[config.mk]
export PLATFORM = sky130hd
export DESIGN_NAME = mprs_queue
export DESIGN_NICKNAME = d
export VERILOG_FILES = /design/src/design/mprs_pkg.sv /design/src/design/mprs_queue.sv
export SDC_FILE = /design/constraint.sdc
export NUM_CORES = 1
export LEC_CHECK = 0
export ABC_AREA = 1
export BUFFER_PORTS_ARGS = -buffer_cell sky130_fd_sc_hd__buf_2
export CAP_MARGIN = 20
export CORE_MARGIN = 2
export CORE_UTILIZATION = 30
export DETAILED_ROUTE_END_ITERATION = 6
export PLACE_DENSITY = 0.62
export SETUP_SLACK_MARGIN = 0.15
export SYNTH_ARGS = -nofsm -noshare
export SYNTH_HDL_FRONTEND = slang
export SYNTH_SLANG_ARGS = --single-unit
[constraint.sdc]
create_clock -name clk -period 3.23 [get_ports clk]
set_input_delay 0.969 -clock clk [delete_from_list [all_inputs] [get_ports clk]]
set_output_delay 0.969 -clock clk [all_outputs]
set_load 0.05 [all_outputs]
[src/design/mprs_pkg.sv]
`timescale 1ns / 1ps
`default_nettype none

package mprs_pkg;

    localparam int NUM_MOTORS = 6;
    localparam int NUM_PARAMS = 45;
    localparam int MOT_W      = (NUM_MOTORS > 1) ? $clog2(NUM_MOTORS) : 1;
    localparam int DEPTH      = NUM_MOTORS * NUM_PARAMS;
    localparam int ADDR_W     = $clog2(DEPTH);

    localparam int ID_W     = 11;
    localparam int CMD_W    = 2;
    localparam int MSLOT_W  = 3;
    localparam int PSLOT_W  = 6;
    localparam int LEN_W    = 4;
    localparam int BYTE_W   = 8;
    localparam int WORD_W   = 32;
    localparam int REQREG_W = 7;
    localparam int PROG_W   = 6;
    localparam int CFG_IDX_W = 1;

    localparam logic [CMD_W-1:0] CMD_FRAME = 2'd0;
    localparam logic [CMD_W-1:0] CMD_POLL  = 2'd1;
    localparam logic [CMD_W-1:0] CMD_READ  = 2'd2;

    localparam logic [CFG_IDX_W-1:0] CFG_COMMAND_BASE  = 1'b0;
    localparam logic [CFG_IDX_W-1:0] CFG_FEEDBACK_BASE = 1'b1;

    localparam logic [ID_W-1:0]   COMMAND_BASE_RESET  = 11'd16;
    localparam logic [ID_W-1:0]   FEEDBACK_BASE_RESET = 11'd32;
    localparam logic [BYTE_W-1:0] REPLY_MARK          = 8'h33;
    localparam logic [LEN_W-1:0]  MIN_FRAME_LEN       = 4'd8;

    typedef enum logic [1:0] {
        KIND_NONE,
        KIND_FRAME,
        KIND_POLL,
        KIND_READ
    } kind_t;

    typedef struct packed {
        kind_t               kind;
        logic [MOT_W-1:0]    motor;
        logic                store_ok;
        logic [PSLOT_W-1:0]  slot;
        logic                slot_ok;
        logic [ADDR_W-1:0]   addr;
        logic [WORD_W-1:0]   value;
    } job_t;

    typedef struct packed {
        logic                frame_accepted;
        logic [MSLOT_W-1:0]  frame_motor;
        logic                value_stored;
        logic                request_valid;
        logic [ID_W-1:0]     request_device_id;
        logic [REQREG_W-1:0] request_register;
        logic [PROG_W-1:0]   sweep_progress;
        logic [WORD_W-1:0]   param_value;
    } result_t;

    // List position of a register number, or NUM_PARAMS when it is not listed.
    function automatic logic [PSLOT_W-1:0] slot_of(input logic [BYTE_W-1:0] reg_num);
        logic [PSLOT_W-1:0] slot;
        slot = PSLOT_W'(NUM_PARAMS);
        if (reg_num inside {[8'd0:8'd36]})
        begin
            slot = reg_num[PSLOT_W-1:0];
        end
        else if (reg_num inside {[8'd50:8'd55]})
        begin
            slot = PSLOT_W'(reg_num - 8'd13);
        end
        else if (reg_num == 8'd80)
        begin
            slot = 6'd43;
        end
        else if (reg_num == 8'd81)
        begin
            slot = 6'd44;
        end
        return slot;
    endfunction

    // Register number held at a list position.
    function automatic logic [REQREG_W-1:0] reg_of(input logic [PSLOT_W-1:0] slot);
        logic [REQREG_W-1:0] num;
        num = '0;
        if (slot inside {[6'd0:6'd36]})
        begin
            num = REQREG_W'(slot);
        end
        else if (slot inside {[6'd37:6'd42]})
        begin
            num = REQREG_W'(slot) + 7'd13;
        end
        else if (slot == 6'd43)
        begin
            num = 7'd80;
        end
        else if (slot == 6'd44)
        begin
            num = 7'd81;
        end
        return num;
    endfunction

endpackage

`default_nettype wire

[src/design/mprs_queue.sv]
`timescale 1ns / 1ps
`default_nettype none

module mprs_queue import mprs_pkg::*; (
    input  wire   clk,
    input  wire   rst_n,
    input  wire   push,
    input  job_t  job_in,
    input  wire   pop,
    output job_t  job_out,
    output logic  empty,
    output logic  full
);

    job_t       entry_reg [2];
    logic       wr_ptr_reg;
    logic       wr_ptr_next;
    logic       rd_ptr_reg;
    logic       rd_ptr_next;
    logic [1:0] count_reg;
    logic [1:0] count_next;

    assign empty   = (count_reg == 2'd0);
    assign full    = (count_reg == 2'd2);
    assign job_out = entry_reg[rd_ptr_reg];

    always_comb
    begin
        wr_ptr_next = push ? !wr_ptr_reg : wr_ptr_reg;
        rd_ptr_next = pop ? !rd_ptr_reg : rd_ptr_reg;
        count_next  = count_reg + 2'(push) - 2'(pop);
    end

    always_ff @(posedge clk or negedge rst_n)
    begin
        if (!rst_n)
        begin
            wr_ptr_reg <= 1'b0;
            rd_ptr_reg <= 1'b0;
            count_reg  <= 2'd0;
        end
        else
        begin
            wr_ptr_reg <= wr_ptr_next;
            rd_ptr_reg <= rd_ptr_next;
            count_reg  <= count_next;
        end
    end

    always_ff @(posedge clk)
    begin
        if (push)
        begin
            entry_reg[wr_ptr_reg] <= job_in;
        end
    end

    a_no_push_when_full: assert property (@(posedge clk) disable iff (!rst_n)
        full |-> !push)
        else $error("Queue written while full.");

    a_no_pop_when_empty: assert property (@(posedge clk) disable iff (!rst_n)
        empty |-> !pop)
        else $error("Queue read while empty.");

endmodule

`default_nettype wire

* After elaboration in Yosys (flattened, before gate mapping) *
Memories as Yosys holds them, arrays and structs flattened.
Cells that the tools add are included.
W data, S select, Z words.

storage, ports and cells
  memory bits (writable) = 108
  bits in registers = 4
  memories = 1
  input bits = 58

memory list
  name       words  bits a word  read ports  clocked after memory_dff  write ports  RTL line          RTL
  entry_reg  2      54           1           0                         1            mprs_queue.sv:15  job_t entry_reg [2];

cells by class
  multiplexer cells = 2
  equal/unequal tests = 1
  $add $sub $neg = 2
  reductions and logical operators = 3

operator list
  kind                  count
  $add A2 B1 Y2         1
  $eq A2 B2 Y1 const B  1
  $logic_not A1 Y1      2
  $logic_not A2 Y1      1
  $mux W1               2
  $sub A2 B1 Y2         1

* Depth between registers and ports, before layout *
Gate-level depths: netlist (run 1).

  word-level depth = 2
  depth in mapped cells = 7
  mapped depth without buffers = 7

* Least setup slack after synthesis (run 1) *
No wires, ideal clock.

  kind = in2reg
  start = input port push
  end = memory entry_reg[0][0] (netlist name) (enable)
  setup slack = -0.513 ns
  cell stages on the path = 2
  arrival time = 3.276 ns
  buffers on the path = 0
  required time = 2.763 ns
  cell sequence = inv_1 > nor2_1

on the way
  cells in the longest elaborated chain, start to end = 2

RTL lines
  item                           RTL line          RTL
  from (decl)                    mprs_queue.sv:7   input wire push,
  $mux W1                        mprs_queue.sv:52  if (push)
  $mux W1 (implied by the code)  mprs_queue.sv:54  entry_reg[wr_ptr_reg] <= job_in;
  to (decl)                      mprs_queue.sv:15

No other way between the ends.

==> run_results.csv, run 1 <==
group,metric,value,unit
final_layout,final_layout_size_suffix_gt1_frac,0.333,
job,cap_viol_max_count,0,
synth,synthCells,307,
detailed_routing,drc_errors,0,
grt,track_usage,0.104,
synth,synth.cell_area,4230,um2
critical_path,critPathBufInv,2,
final_layout,largest_reg_flops,108,
placed_design,gp_congestion,0.697,
critical_path,path_cells,"buf_4, nand2_1, o21ai_0, buf_2",
critical_path,cp_data_arrival_time,1.90,ns
detailed_routing,wirelength,7580,um
clocking,cts_setup_buffers,0,
synth,ys_warn_count,0,
grt,grt_overflow,0,
final_layout,syn_to_final_growth,24.9,%
critical_path,endpoint_kind,"output port",
sta,setup_violations,0,
clocking,cts_resized,0,
die,fp-row-count,43,
die,start_util,0.306,
sta,worst-slew-pin-transition,0.505,ns
critical_path,criticalPathCategory,"flop to output port",
detailed_routing,vias,2477,
grt,grt_pass1_vias,2459,
power_and_ir_drop,ir_worst_vdd,508,uV
die,die_h,123,um
clocking,clockBufferDepth,2,
sta,clock_skew,0.00441,ns
clocking,clk_latency,0.34,ns
final_layout,diodes,0,
die,die-area,15100,um2
critical_path,start_kind,"flop",
placed_design,hpwlAfterDp,5290,um
final_layout,layout.nets,485,
clocking,cts_tree,"done",
sta,period_share,0.889,
critical_path,r2r_setup_slack,1.71,ns
final_layout,design_area,5280,um2
grt,grt_pass1_wl,11600,um
power_and_ir_drop,power_density,1030,nW/um2
detailed_routing,highest_layer,"met4",
die,pin_count,114,
placed_design,io_buffers,113,
die,fp.coreArea,13800,um2
detailed_routing,wl_per_cell,12.4,um
clocking,clock_sinks,112,
detailed_routing,dr_wl_met3,520,um
detailed_routing,drtIter0Drc,116,
detailed_routing,routed_via_density,4.06,
power_and_ir_drop,p_leak,2.25,nW
final_layout,final_core_util,0.382,
synth,yosys.cell_types.count,14,
critical_path,cp_top_family,"buffers and inverters",
sta,rsz0062_at_grt,"false",
final_layout,final_common_cell,"buf_2",
clocking,cts_root_buffer,"clkbuf_16",
sta,final_hold_viol_count,0,
hold_path,hold_class,"input port to async pin",
critical_path,critical_path_required,2.26,ns
sta,slew_viol_final,0,
grt,antenna_found_initial,0,
placed_design,place_area,5010,um2
clocking,cts_buffers,9,
clocking,clkTransAtPathRegs,0.07,ns
clocking,htreeDepth,3,
synth,ys_seq_elements,112,
die,die_w,123,um
synth,syn_area_per_cell,13.8,um2
detailed_routing,drt-pass1-iter-count,4,
sta,relSlewSlack,0.663,
critical_path,crit_fanout,42,
synth,ys_seq_area_frac,0.790,
detailed_routing,met2_length,3770,um
synth,synth.net_count,367,
critical_path,cpMaxStageDelayCell,"dfrtp_4",
clocking,postCtsHoldBufs,0,
outcome,status,"completed",
detailed_routing,routedLengthMet1,3140,um
detailed_routing,antenna_left,0,
final_layout,layout_common_cells,"113 x buf_2, 108 x edfxtp_1, 60 x inv_1, 60 x nand2_1, 43 x o21ai_0",
grt,grt_max_degree,43,
sta,setup_tns,0,ns
sta,finalWorstPathRequiredPeriod,2.87,ns
critical_path,critPathMaxStageDelay,0.60,ns
sta,maxClockFrequency,0.348,GHz
[logic make-up after synthesis]
group,after synthesis,synth area share
flip-flops,112,0.790
XOR/XNOR,2,0.00414
AND/OR/NAND/NOR,64,0.0571
buffers and inverters,73,0.0734
AO/OA/AOI/OAI,54,0.0692
adder cells (fa/ha/maj),2,0.00591
[area by class of cell]
| type | instances | area (um2) |
|---|---|---|
| Sequential cell | 112 | 3350 |
| Inverter | 61 | 229 |
| Tap cell | 180 | 225 |
| Clock buffer | 10 | 229 |
| Fill cell | 1338 | 8540 |
| Clock inverter | 6 | 45.0 |
| Multi-Input combinational cell | 122 | 584 |
| Timing Repair Buffer | 119 | 623 |
[layer usage]
layer | global-route usage | vias to the layer above
li1 | - | 1261
met1 | 0.113 | 1142
met2 | 0.177 | 64
met3 | 0.0390 | 10
met4 | 0.0575 | 0
met5 | 0 | -
[metrics by stage]
step	power (mW)	setup slack (ns)	hold WS (ns)	instances
after global routing	5.75	0.186	0.403	610
final	5.45	0.357	0.420	610
after CTS	5.54	0.295	0.401	610
after floorplan	3.96	0.419	0.481	307
after detailed placement	4.52	0.687	0.533	594
after global placement	4.49	0.737	0.530	594
[final timing paths]
path | start | endpoint | depth (start not counted)
worst min register to register | wr_ptr_reg$_DFFE_PN0P_ | wr_ptr_reg$_DFFE_PN0P_ | 1
min in group clk | wr_ptr_reg$_DFFE_PN0P_ | wr_ptr_reg$_DFFE_PN0P_ | 1
max in group asynchronous | rst_n | rd_ptr_reg$_DFFE_PN0P_ | 1
worst max-delay path | rd_ptr_reg$_DFFE_PN0P_ | job_out[38] | 4
worst min-delay path | rst_n | rd_ptr_reg$_DFFE_PN0P_ | 1
worst max register to register | wr_ptr_reg$_DFFE_PN0P_ | entry_reg[1][43]$_DFFE_PP_ | 3
[report_power, final]
group | leakage, nW | internal (mW) | switching, mW
combinational | 1.06 | 0.472 | 1.91
clock | 0.125 | 0.526 | 0.486
sequential | 1.06 | 1.93 | 0.120
total | 2.25 | 2.93 | 2.52
[cell usage after synthesis (all sizes together)]
cell,number,area share
dfrtp,4,0.024
ha,2,0.0059
buf,12,0.019
o21ai,54,0.069
xor2,2,0.0041
inv,61,0.054
nor2,3,0.0027
nand2,60,0.053
nand3,1,0.0012
edfxtp,108,0.77
(Power assumes the default switching activity.)
==> inputs of run 2 (changes only) <==
- ABC_AREA: 1 -> 0
- BUFFER_PORTS_ARGS: -buffer_cell sky130_fd_sc_hd__buf_2 -> -buffer_cell sky130_fd_sc_hd__clkbuf_2
==> run 2 against run 1 <==
Power increased by 4.2%. Largest cell class unchanged. Flip-flop and latch count unchanged. Via count decreased by 15%. Register-to-register slack about the same.
==> run_results.csv, run 2 <==
group,metric,value,unit
detailed_routing,antenna_left,0,
synth,synth.cell_area,4340,um2
clocking,clk_latency,0.34,ns
grt,grt_pass1_wl,12200,um
critical_path,cp_top_family,"flip-flops",
final_layout,final_layout_size_suffix_gt1_frac,0.611,
grt,grt_overflow,0,
grt,grt_max_degree,44,
clocking,cts_root_buffer,"clkbuf_16",
detailed_routing,drc_errors,0,
sta,hold_slack,0.439,ns
synth,synth-main-ff-cell,"edfxtp_1",
clocking,cts_resized,0,
grt,track_usage,0.105,
sta,final_hold_viol_count,0,
critical_path,criticalPathCategory,"flop to output port",
final_layout,final_common_cell,"clkbuf_2",
critical_path,endpoint_kind,"output port",
synth,synth.net_count,243,
final_layout,final_core_util,0.390,
sta,rsz0062_at_grt,"false",
sta,setup_tns,0,ns
hold_path,hold_class,"input port to async pin",
critical_path,cp_data_arrival_time,1.88,ns
power_and_ir_drop,ir_worst_vdd,399,uV
die,start_util,0.310,
grt,grt_pass1_vias,2310,
clocking,clkTransAtPathRegs,0.07,ns
critical_path,r2r_start,"wr_ptr_reg$_DFFE_PN0P_",
synth,synth_area_leaders,"edfxtp_1 75%, mux2_4 17%, buf_12 2.3%",
synth,synth-async-reset-ratio,0.0357,
final_layout,largest_reg_flops,108,
clocking,clockBufferDepth,2,
synth,yosys.cell_types.count,13,
die,fp-row-count,43,
synth,synth_top_area_frac,0.747,
final_layout,layout.nets,366,
synth,ys_seq_area_frac,0.770,
clocking,cts_buffers,9,
die,die_w,124,um
synth,ys_warn_count,0,
critical_path,critPathBufInv,2,
synth,synth_largest_area_cell,"edfxtp_1",
critical_path,crit_fanout,23,
clocking,htreeDepth,3,
critical_path,cpMaxStageDelayCell,"dfrtp_4",
sta,worst-slew-pin-transition,0.485,ns
synth,synth-edff-count,108,
placed_design,io_buffers,113,
detailed_routing,wl_per_cell,16.0,um
critical_path,critPathMaxStageDelay,0.66,ns
detailed_routing,drtIter0Drc,90,
grt,antenna_found_initial,1,
critical_path,path_cells,"buf_12, mux2_2, clkbuf_2",
sta,period_share,0.883,
synth,synthCells,183,
clocking,cts_tree,"done",
sta,relSlewSlack,0.677,
sta,clock_skew,0.00430,ns
sta,finalWorstPathRequiredPeriod,2.85,ns
detailed_routing,vias,2095,
detailed_routing,drt-pass1-iter-count,4,
critical_path,r2r_setup_slack,1.71,ns
sta,slew_viol_final,0,
critical_path,worstRegToRegCells,2,
power_and_ir_drop,p_leak,2.22,nW
critical_path,critical_path_required,2.26,ns
clocking,clock_sinks,112,
die,die-area,15500,um2
synth,ys_seq_elements,112,
sta,setup_violations,0,
power_and_ir_drop,power_density,1040,nW/um2
critical_path,rr_endpoint,"entry_reg[1][34]$_DFFE_PP_",
detailed_routing,routed_via_density,4.27,
placed_design,gp_congestion,0.632,
synth,syn_area_per_cell,23.7,um2
synth,ys_top_cells_by_count,"108 x edfxtp_1, 49 x mux2_4, 5 x buf_12, 5 x mux2_2, 4 x dfrtp_1",
detailed_routing,wirelength,7870,um
die,pin_count,114,
clocking,postCtsHoldBufs,0,
die,die_h,124,um
placed_design,hpwlAfterDp,5320,um
die,fp.coreArea,14000,um2
critical_path,start_kind,"flop",
job,cap_viol_max_count,0,
final_layout,layout_common_cells,"113 x clkbuf_2, 108 x edfxtp_1, 49 x mux2_4",
sta,maxClockFrequency,0.351,GHz
outcome,status,"completed",
final_layout,diodes,0,
synth,synth.most_common_cell,"edfxtp_1",
final_layout,syn_to_final_growth,25.6,%
clocking,cts_setup_buffers,0,
run 2: changes by cell type in the layout (fill, tap and decap cells not counted), sizes merged, moves of 2 or more:
cell,change
bufinv,+2
nor2,-2
clkinvlp,-2
nor2b,+2
o21ai,-54
clkbuf,+115
mux2,+54
inv,-60
buf,-114
nand2,-60
run 2: layout make-up:
type,count,area (um2)
fill,1311,8530
sequential,112,3350
multi-input combinational,63,890
timing repair buffer,118,653
clock buffer,12,256
tap,180,225
clock inverter,4,76.3
inverter,2,7.51
run 2: per-layer routing:
layer  global-route usage  vias to the layer above  share of wire
li1                     -                      961              -
met1                0.129                     1051           0.43
met2                0.165                       68           0.49
met3               0.0348                       13          0.057
met4               0.0535                        2          0.019
met5                    0                        -         0.0017
run 2: worst max path at each step:
stage / start / to / slack (ns) / cells past startpoint
after floorplan: push / entry_reg[0][0]$_DFFE_PP_ / 0.41 / 1
after CTS: rd_ptr_reg$_DFFE_PN0P_ / job_out[2] / 0.34 / 3
after global routing: rd_ptr_reg$_DFFE_PN0P_ / job_out[2] / 0.30 / 3
final: rd_ptr_reg$_DFFE_PN0P_ / job_out[2] / 0.38 / 3
after detailed placement: rd_ptr_reg$_DFFE_PN0P_ / job_out[2] / 0.73 / 3
after global placement: rd_ptr_reg$_DFFE_PN0P_ / job_out[2] / 0.75 / 3
run 2: cell families (layout without fill, tap and decap cells):
group         after synthesis  in the layout  synth area share
buf+inv                     8            136            0.0274
mux                        54             54             0.182
xor+xnor                    3              3           0.00951
fa+ha+maj                   2              2           0.00576
simple gates                4              4           0.00519
flops                     112            112             0.770
run 2: report_power, final:
part | internal, mW | leakage, nW | switching, mW | total, mW
Sequential | 1.93 | 1.06 | 0.139 | 2.07
Clock | 0.724 | 0.159 | 0.481 | 1.20
Combinational | 0.798 | 0.998 | 1.60 | 2.40
Total | 3.45 | 2.22 | 2.22 | 5.68
run 2: per-stage QoR:
step                      area (um2)  power [mW]  std cells  setup slack, ns
after floorplan                 4350        4.13        183            0.410
after global placement          5120        4.52        475            0.748
after detailed placement        5120        4.55        475            0.732
after CTS                       5460        5.77        491            0.343
after global routing            5460        5.93        491            0.298
final                           5460        5.68        491            0.379
