### config.mk
export PLATFORM = sky130hd
export DESIGN_NAME = mprs_front_flat
export DESIGN_NICKNAME = d
export VERILOG_FILES = /design/src/design/mprs_pkg.sv /design/src/design/mprs_if.sv /design/src/design/mprs_front.sv /design/src/flat_wrapper.sv
export SDC_FILE = /design/constraint.sdc
export NUM_CORES = 1
export LEC_CHECK = 0
export BUFFER_PORTS_ARGS = -buffer_cell sky130_fd_sc_hd__buf_2
export CORE_MARGIN = 3
export CORE_UTILIZATION = 40
export DETAILED_ROUTE_END_ITERATION = 7
export PLACE_DENSITY = 0.94
export SLEW_MARGIN = 20
export SYNTH_ARGS = -nofsm -noshare
export SYNTH_HDL_FRONTEND = slang
export SYNTH_SLANG_ARGS = --single-unit
export TNS_END_PERCENT = 1
### constraint.sdc
create_clock -name vclk -period 3.73
set_clock_uncertainty 0.05 [all_clocks]
set_input_delay 0.1865 -clock vclk [all_inputs]
set_output_delay 0.1865 -clock vclk [all_outputs]
set_load 0.01 [all_outputs]
### src/design/mprs_pkg.sv
`timescale 1ns / 1ps
`default_nettype none

package mprs_pkg;

    localparam int NUM_MOTORS = 6;
    localparam int NUM_PARAMS = 45;
    localparam int MOT_W      = (NUM_MOTORS > 1) ? $clog2(NUM_MOTORS) : 1;
    localparam int DEPTH      = NUM_MOTORS * NUM_PARAMS;
    localparam int ADDR_W     = $clog2(DEPTH);

    localparam int ID_W     = 11;
    localparam int CMD_W    = 2;
    localparam int MSLOT_W  = 3;
    localparam int PSLOT_W  = 6;
    localparam int LEN_W    = 4;
    localparam int BYTE_W   = 8;
    localparam int WORD_W   = 32;
    localparam int REQREG_W = 7;
    localparam int PROG_W   = 6;
    localparam int CFG_IDX_W = 1;

    localparam logic [CMD_W-1:0] CMD_FRAME = 2'd0;
    localparam logic [CMD_W-1:0] CMD_POLL  = 2'd1;
    localparam logic [CMD_W-1:0] CMD_READ  = 2'd2;

    localparam logic [CFG_IDX_W-1:0] CFG_COMMAND_BASE  = 1'b0;
    localparam logic [CFG_IDX_W-1:0] CFG_FEEDBACK_BASE = 1'b1;

    localparam logic [ID_W-1:0]   COMMAND_BASE_RESET  = 11'd16;
    localparam logic [ID_W-1:0]   FEEDBACK_BASE_RESET = 11'd32;
    localparam logic [BYTE_W-1:0] REPLY_MARK          = 8'h33;
    localparam logic [LEN_W-1:0]  MIN_FRAME_LEN       = 4'd8;

    typedef enum logic [1:0] {
        KIND_NONE,
        KIND_FRAME,
        KIND_POLL,
        KIND_READ
    } kind_t;

    typedef struct packed {
        kind_t               kind;
        logic [MOT_W-1:0]    motor;
        logic                store_ok;
        logic [PSLOT_W-1:0]  slot;
        logic                slot_ok;
        logic [ADDR_W-1:0]   addr;
        logic [WORD_W-1:0]   value;
    } job_t;

    typedef struct packed {
        logic                frame_accepted;
        logic [MSLOT_W-1:0]  frame_motor;
        logic                value_stored;
        logic                request_valid;
        logic [ID_W-1:0]     request_device_id;
        logic [REQREG_W-1:0] request_register;
        logic [PROG_W-1:0]   sweep_progress;
        logic [WORD_W-1:0]   param_value;
    } result_t;

    // List position of a register number, or NUM_PARAMS when it is not listed.
    function automatic logic [PSLOT_W-1:0] slot_of(input logic [BYTE_W-1:0] reg_num);
        logic [PSLOT_W-1:0] slot;
        slot = PSLOT_W'(NUM_PARAMS);
        if (reg_num inside {[8'd0:8'd36]})
        begin
            slot = reg_num[PSLOT_W-1:0];
        end
        else if (reg_num inside {[8'd50:8'd55]})
        begin
            slot = PSLOT_W'(reg_num - 8'd13);
        end
        else if (reg_num == 8'd80)
        begin
            slot = 6'd43;
        end
        else if (reg_num == 8'd81)
        begin
            slot = 6'd44;
        end
        return slot;
    endfunction

    // Register number held at a list position.
    function automatic logic [REQREG_W-1:0] reg_of(input logic [PSLOT_W-1:0] slot);
        logic [REQREG_W-1:0] num;
        num = '0;
        if (slot inside {[6'd0:6'd36]})
        begin
            num = REQREG_W'(slot);
        end
        else if (slot inside {[6'd37:6'd42]})
        begin
            num = REQREG_W'(slot) + 7'd13;
        end
        else if (slot == 6'd43)
        begin
            num = 7'd80;
        end
        else if (slot == 6'd44)
        begin
            num = 7'd81;
        end
        return num;
    endfunction

endpackage

`default_nettype wire

### src/design/mprs_if.sv
`timescale 1ns / 1ps
`default_nettype none

interface mprs_item_if import mprs_pkg::*; ();
    logic               valid;
    logic               ready;
    logic [CMD_W-1:0]   command;
    logic [MSLOT_W-1:0] motor_slot;
    logic [PSLOT_W-1:0] param_slot;
    logic [ID_W-1:0]    frame_id;
    logic               frame_is_standard;
    logic               frame_is_data;
    logic [LEN_W-1:0]   frame_length;
    logic [BYTE_W-1:0]  reply_marker;
    logic [BYTE_W-1:0]  reply_register;
    logic [WORD_W-1:0]  reply_value;

    modport source (
        output valid, command, motor_slot, param_slot, frame_id, frame_is_standard,
               frame_is_data, frame_length, reply_marker, reply_register, reply_value,
        input  ready
    );
    modport sink (
        input  valid, command, motor_slot, param_slot, frame_id, frame_is_standard,
               frame_is_data, frame_length, reply_marker, reply_register, reply_value,
        output ready
    );
endinterface


`default_nettype wire

### src/design/mprs_front.sv
`timescale 1ns / 1ps
`default_nettype none

module mprs_front import mprs_pkg::*; (
    mprs_item_if.sink        item,
    input  wire [ID_W-1:0]   feedback_base,
    input  wire              clearing,
    input  wire              q_full,
    output logic             push,
    output job_t             job
);

    logic [ID_W:0]      fb_diff;
    logic               frame_ok;
    logic               motor_ok;
    logic [PSLOT_W-1:0] reply_slot;
    logic [MOT_W-1:0]   motor;
    logic [PSLOT_W-1:0] slot;

    assign item.ready = !q_full && !clearing;
    assign push       = item.valid && item.ready;

    assign fb_diff  = {1'b0, item.frame_id} - {1'b0, feedback_base};
    assign frame_ok = item.frame_is_standard && item.frame_is_data
                      && (item.frame_length >= MIN_FRAME_LEN)
                      && !fb_diff[ID_W]
                      && (32'(fb_diff[ID_W-1:0]) < 32'(NUM_MOTORS));
    assign motor_ok = 32'(item.motor_slot) < 32'(NUM_MOTORS);

    assign reply_slot = slot_of(item.reply_register);
    assign motor      = (item.command == CMD_FRAME) ? MOT_W'(fb_diff[ID_W-1:0])
                                                    : MOT_W'(item.motor_slot);
    assign slot       = (item.command == CMD_FRAME) ? reply_slot : item.param_slot;

    always_comb
    begin
        job.motor    = motor;
        job.slot     = slot;
        job.store_ok = (item.reply_marker == REPLY_MARK)
                       && (reply_slot < PSLOT_W'(NUM_PARAMS));
        job.slot_ok  = item.param_slot < PSLOT_W'(NUM_PARAMS);
        job.addr     = ADDR_W'(motor) * ADDR_W'(NUM_PARAMS) + ADDR_W'(slot);
        job.value    = item.reply_value;
        case (item.command)
            CMD_FRAME: job.kind = frame_ok ? KIND_FRAME : KIND_NONE;
            CMD_POLL:  job.kind = motor_ok ? KIND_POLL : KIND_NONE;
            CMD_READ:  job.kind = motor_ok ? KIND_READ : KIND_NONE;
            default:   job.kind = KIND_NONE;
        endcase
    end

endmodule

`default_nettype wire

### src/flat_wrapper.sv
// flat-port wrapper written by rule: the top's interface ports become plain ports
module mprs_front_flat import mprs_pkg::*;
  (feedback_base, clearing, q_full, push, job, item_valid, item_command, item_motor_slot, item_param_slot, item_frame_id, item_frame_is_standard, item_frame_is_data, item_frame_length, item_reply_marker, item_reply_register, item_reply_value, item_ready);
  mprs_item_if item_i ();
  input  wire [ID_W-1:0] feedback_base;
  input  wire clearing;
  input  wire q_full;
  output logic push;
  output job_t job;
  input wire logic [$bits(item_i.valid)-1:0] item_valid;
  input wire logic [$bits(item_i.command)-1:0] item_command;
  input wire logic [$bits(item_i.motor_slot)-1:0] item_motor_slot;
  input wire logic [$bits(item_i.param_slot)-1:0] item_param_slot;
  input wire logic [$bits(item_i.frame_id)-1:0] item_frame_id;
  input wire logic [$bits(item_i.frame_is_standard)-1:0] item_frame_is_standard;
  input wire logic [$bits(item_i.frame_is_data)-1:0] item_frame_is_data;
  input wire logic [$bits(item_i.frame_length)-1:0] item_frame_length;
  input wire logic [$bits(item_i.reply_marker)-1:0] item_reply_marker;
  input wire logic [$bits(item_i.reply_register)-1:0] item_reply_register;
  input wire logic [$bits(item_i.reply_value)-1:0] item_reply_value;
  output wire logic [$bits(item_i.ready)-1:0] item_ready;
  assign item_i.valid = item_valid;
  assign item_i.command = item_command;
  assign item_i.motor_slot = item_motor_slot;
  assign item_i.param_slot = item_param_slot;
  assign item_i.frame_id = item_frame_id;
  assign item_i.frame_is_standard = item_frame_is_standard;
  assign item_i.frame_is_data = item_frame_is_data;
  assign item_i.frame_length = item_frame_length;
  assign item_i.reply_marker = item_reply_marker;
  assign item_i.reply_register = item_reply_register;
  assign item_i.reply_value = item_reply_value;
  assign item_ready = item_i.ready;
  mprs_front u_core (.item(item_i), .feedback_base(feedback_base), .clearing(clearing), .q_full(q_full), .push(push), .job(job));
endmodule
== Word-level counts from Yosys, hierarchy flattened ==
Index checks and enable logic that the tools add are counted.

* Bits of input ports: 90
* Flip-flop bits (word level): 0
* Output and inout port bits: 56
* Bits in writable memories: 0
* Memories kept: 0
* Logic and storage cells: 41
* Bits in read-only memories: 0
* Bits in latches: 0

* Shift operators: 0
* $lt $le $gt $ge: 9
* Bitwise gates (word level): 0
* Reduce and logical (&&, ||, !) cells: 13
* Add/subtract/negate cells: 3
* $mul: 1
* Divide/modulo/power cells: 0
* Multiplexer cells: 10
* Equality and inequality tests: 5

{| class="wikitable"
|+ Operators by type and width
! kind !! count
|-
| $mux 6 || 4
|-
| $eq 8x7->1 const B || 2
|-
| $le 8x6->1 const B || 2
|-
| $lt 6x6->1 const B || 2
|-
| $sub 11x11->12 || 1
|-
| $lt 11x3->1 const B || 1
|-
| $add 9x6->9 || 1
|-
| $logic_and 1x1->1 || 9
|-
| $mul 3x6->9 const B || 1
|-
| $eq 8x6->1 const B || 1
|-
| $ge 8x1->1 const B || 1
|-
| $ge 8x6->1 const B || 1
|-
| $pmux 2 s3 || 1
|-
| $sub 6x4->6 const B || 1
|-
| $ge 4x4->1 const B || 1
|-
| $mux 2 || 2
|-
| $logic_not 1->1 || 3
|-
| $lt 3x3->1 const B || 1
|-
| $mux 3 || 1
|-
| $eq 2x1->1 const B || 1
|-
| $eq 2x2->1 const B || 1
|-
| $logic_not 2->1 || 1
|-
| $mux 1 || 2
|}

== Logic depth before layout (Yosys ltp) ==
* Word-level depth: 7
* Mapped depth: 15
* Mapped depth without buffers: 15

== Least setup slack after synthesis ==
Ideal clock, no wire load.

* Kind: input -> output
* From: input port item_frame_id[0]
* To: output port job[39] in the netlist's numbering
* Arrival time: 3432 ps
* Required time: 3493 ps
* Path slack: 61 ps
* Stages on the path: 14
* Buffers on the path: 0
* Cells stage by stage: inv_1 > ha_1 > inv_1 > fa_1 > inv_1 > o21ai_0 > ha_1 > fa_1 > ha_1 > a21o_1 > a21oi_1 > o21bai_1 > a21oi_1 > xnor2_1

{| class="wikitable"
|+ RTL lines
! element !! line !! RTL
|-
| start: declaration || flat_wrapper.sv:14 || <nowiki>input wire logic [$bits(item_i.frame_id)-1:0] item_frame_id;</nowiki>
|-
| end: declaration || flat_wrapper.sv:9 || <nowiki>output job_t job;</nowiki>
|}

==> report_table.html <==
<table>
<tr><th>Metric</th><th>Value</th></tr>
<tr><th colspan="2">Routing</th></tr>
<tr><td>Routed len/inst</td><td>13.6 um</td></tr>
<tr><td>Final antenna-violating net count</td><td>0</td></tr>
<tr><td>Initial DRT Pass Iterations</td><td>4</td></tr>
<tr><td>DRC Markers</td><td>0</td></tr>
<tr><td>Final WL</td><td>4630 um</td></tr>
<tr><td>Overall via count from detail_route</td><td>1821</td></tr>
<tr><td>Detailed Route Iter0 Violations</td><td>80</td></tr>
<tr><td>Via/cell ratio</td><td>5.37</td></tr>
<tr><th colspan="2">Setup path</th></tr>
<tr><td>Cell family with the largest share of critical-path delay</td><td>adder cells</td></tr>
<tr><td>Count of buffering cells on the critical path with inverters included</td><td>3</td></tr>
<tr><td>Cells traversed along the worst timing path</td><td>buf_2, inv_1, ha_1, or3_1, nand4_1, o221ai_2, mux2_2, ha_1, ha_1, fa_1, a21o_1, a21oi_1, o21bai_1, a21oi_2, xnor2_1, buf_2</td></tr>
<tr><td>CP peak stage delay</td><td>400 ps</td></tr>
<tr><td>Kind of critical path</td><td>in -&gt; out</td></tr>
<tr><td>Arrival time of data at the critical path endpoint</td><td>3340 ps</td></tr>
<tr><td>CP Max Fanout</td><td>5</td></tr>
<tr><td>Data required, critical path</td><td>3490 ps</td></tr>
<tr><td>Critical Path End Type</td><td>primary output</td></tr>
<tr><td>Crit path launch type</td><td>primary input</td></tr>
<tr><td>Cell mode on critical path</td><td>sky130_fd_sc_hd__ha_1</td></tr>
<tr><td>Max stage delay cell, worst path</td><td>sky130_fd_sc_hd__fa_1</td></tr>
<tr><th colspan="2">Layout</th></tr>
<tr><td>Fraction of layout cells with a size suffix above 1</td><td>35.3%</td></tr>
<tr><td>Filler cells</td><td>415</td></tr>
<tr><td>Most frequent cells in the layout</td><td>79 x sky130_fd_sc_hd__buf_2, 31 x sky130_fd_sc_hd__inv_1, 29 x sky130_fd_sc_hd__ha_1</td></tr>
<tr><td>Sequential cell area</td><td>0 um^2</td></tr>
<tr><td>Count of flip-flops and latches</td><td>0</td></tr>
<tr><td>Number of nets in the layout</td><td>415</td></tr>
<tr><td>Most common cell after layout, fill and taps aside</td><td>sky130_fd_sc_hd__buf_2</td></tr>
<tr><td>Clock tree buffer count of the final layout</td><td>0</td></tr>
<tr><td>Antenna diodes</td><td>0</td></tr>
<tr><td>Combined area of the multi-input logic cells</td><td>0.00139 mm^2</td></tr>
<tr><td>Synth-to-layout area growth</td><td>15.0%</td></tr>
<tr><th colspan="2">STA</th></tr>
<tr><td>Number of failing hold endpoints at the final stage</td><td>0</td></tr>
<tr><td>Worst slack on hold paths</td><td>323 ps</td></tr>
<tr><td>Max-slew violations</td><td>0</td></tr>
<tr><td>Worst relative slew slack</td><td>71.2%</td></tr>
<tr><td>Final setup vio count</td><td>0</td></tr>
<tr><td>Transition time of the tightest slew-check pin</td><td>429 ps</td></tr>
<tr><td>Achievable Freq</td><td>280 MHz</td></tr>
<tr><td>Crit path setup slack, layout</td><td>158 ps</td></tr>
<tr><td>Post-layout minimum cycle time</td><td>3570 ps</td></tr>
<tr><td>Fraction of the cycle the final worst path needs</td><td>95.8%</td></tr>
<tr><th colspan="2">Power</th></tr>
<tr><td>Leakage power figure</td><td>0.00105 uW</td></tr>
<tr><td>Power density normalized to cell area</td><td>241 mW/mm^2</td></tr>
<tr><td>Peak supply drop</td><td>0.221 mV</td></tr>
<tr><td>Post-layout total power</td><td>481 uW</td></tr>
<tr><th colspan="2">Floorplan</th></tr>
<tr><td>Die Area</td><td>0.00517 mm^2</td></tr>
<tr><td># rows</td><td>23</td></tr>
<tr><td>I/O pin cnt</td><td>146</td></tr>
<tr><td>Core region area</td><td>0.00409 mm^2</td></tr>
<tr><td>Horizontal die dimension</td><td>71.9 um</td></tr>
<tr><td>Initial cell density of the core</td><td>42.5%</td></tr>
<tr><td>Height of the chip</td><td>71.9 um</td></tr>
<tr><th colspan="2">Placed design</th></tr>
<tr><td>Routability congestion estimate from global placement</td><td>0.813</td></tr>
<tr><td>Setup slack after placement</td><td>87.5 ps</td></tr>
<tr><td>Port buffer count</td><td>79</td></tr>
<tr><td>Final HPWL from detailed placement</td><td>4030 um</td></tr>
<tr><th colspan="2">Min path</th></tr>
<tr><td>Hold Path Class</td><td>in -&gt; out</td></tr>
<tr><th colspan="2">Global routing</th></tr>
<tr><td>Global-route wire length before repair</td><td>7400 um</td></tr>
<tr><td>Overall fraction of global-route tracks in use</td><td>16.8%</td></tr>
<tr><td>Initial antenna violation count</td><td>0</td></tr>
<tr><td>Largest net degree at the start of global routing</td><td>12</td></tr>
<tr><td>Number of global-route vias before repair</td><td>1746</td></tr>
<tr><td>Remaining Overflow, GRT</td><td>0</td></tr>
<tr><th colspan="2">Synthesis</th></tr>
<tr><td>Number of distinct library cell variants in the gate-level netlist after synthesis</td><td>50</td></tr>
<tr><td>Seq/Total Area, Yosys</td><td>0%</td></tr>
<tr><td>Post-Synthesis Cells</td><td>242</td></tr>
<tr><td>Average cell area after synthesis</td><td>7.18 um^2</td></tr>
<tr><td>Number of warnings issued by yosys</td><td>0</td></tr>
<tr><td>Synthesized Nets</td><td>366</td></tr>
<tr><td>Area of the mapped netlist</td><td>0.00174 mm^2</td></tr>
<tr><th colspan="2">Flow run</th></tr>
<tr><td>MaxCap Viol Count</td><td>0</td></tr>
<tr><th colspan="2">Run status</th></tr>
<tr><td>Status</td><td>complete, no violations</td></tr>
<tr><th colspan="2">Clock tree</th></tr>
<tr><td>Hold_buf cts</td><td>0</td></tr>
<tr><td>Post-CTS repair timing setup buffer count</td><td>0</td></tr>
</table>
==> power by group <==
group	switching (uW)	leakage, uW	total, uW	internal (uW)
Clock	0	0	0	0
Combinational	260	0.00105	481	221
Sequential	0	0	0	0
Total	260	0.00105	481	221
==> logic make-up after synthesis <==
logic type | share of synthesized area, %
fa+ha+maj | 26.6
compound gates | 26.0
simple gates | 18.6
buf+inv | 21.6
xor+xnor | 4.03
mux | 3.17
==> metal layers <==
metal	global-route usage (%)	wire length, um	vias to the layer above
met3	2.49	358	14
met5	0	0	-
met2	30.9	2260	74
met4	3.13	61	0
met1	20.9	1950	814
li1	-	-	919
==> synth_stat cells, types with 2 or more instances <==
cell type | count | area, um^2
sky130_fd_sc_hd__buf_4 | 32 | 240
sky130_fd_sc_hd__inv_1 | 31 | 116
sky130_fd_sc_hd__nand3_1 | 5 | 25.0
sky130_fd_sc_hd__a21oi_1 | 19 | 95.1
sky130_fd_sc_hd__o21bai_1 | 2 | 15.0
sky130_fd_sc_hd__a32oi_1 | 2 | 17.5
sky130_fd_sc_hd__ha_1 | 29 | 363
sky130_fd_sc_hd__and2_1 | 4 | 25.0
sky130_fd_sc_hd__o31ai_2 | 2 | 25.0
sky130_fd_sc_hd__o21a_1 | 5 | 37.5
sky130_fd_sc_hd__o22ai_1 | 3 | 18.8
sky130_fd_sc_hd__mux2_2 | 3 | 33.8
sky130_fd_sc_hd__nand2_1 | 16 | 60.1
sky130_fd_sc_hd__nor3_1 | 6 | 30.0
sky130_fd_sc_hd__xnor2_1 | 7 | 61.3
sky130_fd_sc_hd__buf_2 | 3 | 15.0
sky130_fd_sc_hd__a211oi_1 | 2 | 15.0
sky130_fd_sc_hd__a31oi_1 | 3 | 18.8
sky130_fd_sc_hd__o21ai_0 | 11 | 55.1
sky130_fd_sc_hd__nand4_1 | 4 | 25.0
sky130_fd_sc_hd__fa_1 | 5 | 100
sky130_fd_sc_hd__or2_2 | 2 | 12.5
sky130_fd_sc_hd__a21o_1 | 3 | 22.5
sky130_fd_sc_hd__nor2_1 | 17 | 63.8
==> repair_timing <==
item | in CTS | in global routing
hold endpoints to repair | 0 | 0
endpoints found under the setup margin | 0 | 3
resized for setup | 0 | 7
==> path summary, 6_finish.rpt <==
path / from / endpoint / slack, ps / cells past startpoint
worst min-delay path: item_reply_value[14] / job[14] / 320 / 0
worst max-delay path: item_reply_register[0] / job[39] / 160 / 16
==> stage by stage <==
step,area [um^2],util (%),std cells,TNS (ps)
after global routing,2000,48.9,339,-11.9
final,2000,48.9,339,0
after global placement,1970,48.1,339,0
after floorplan,1740,-,242,0
after CTS,1970,48.1,339,0
after detailed placement,1970,48.1,339,0
==> layout make-up <==
class,instances,area share [%]
Tap cell,50,3.13
Timing Repair Buffer,83,21.3
Inverter,31,5.82
Multi-Input combinational cell,175,69.8
Power figures use the tool's default switching activity.
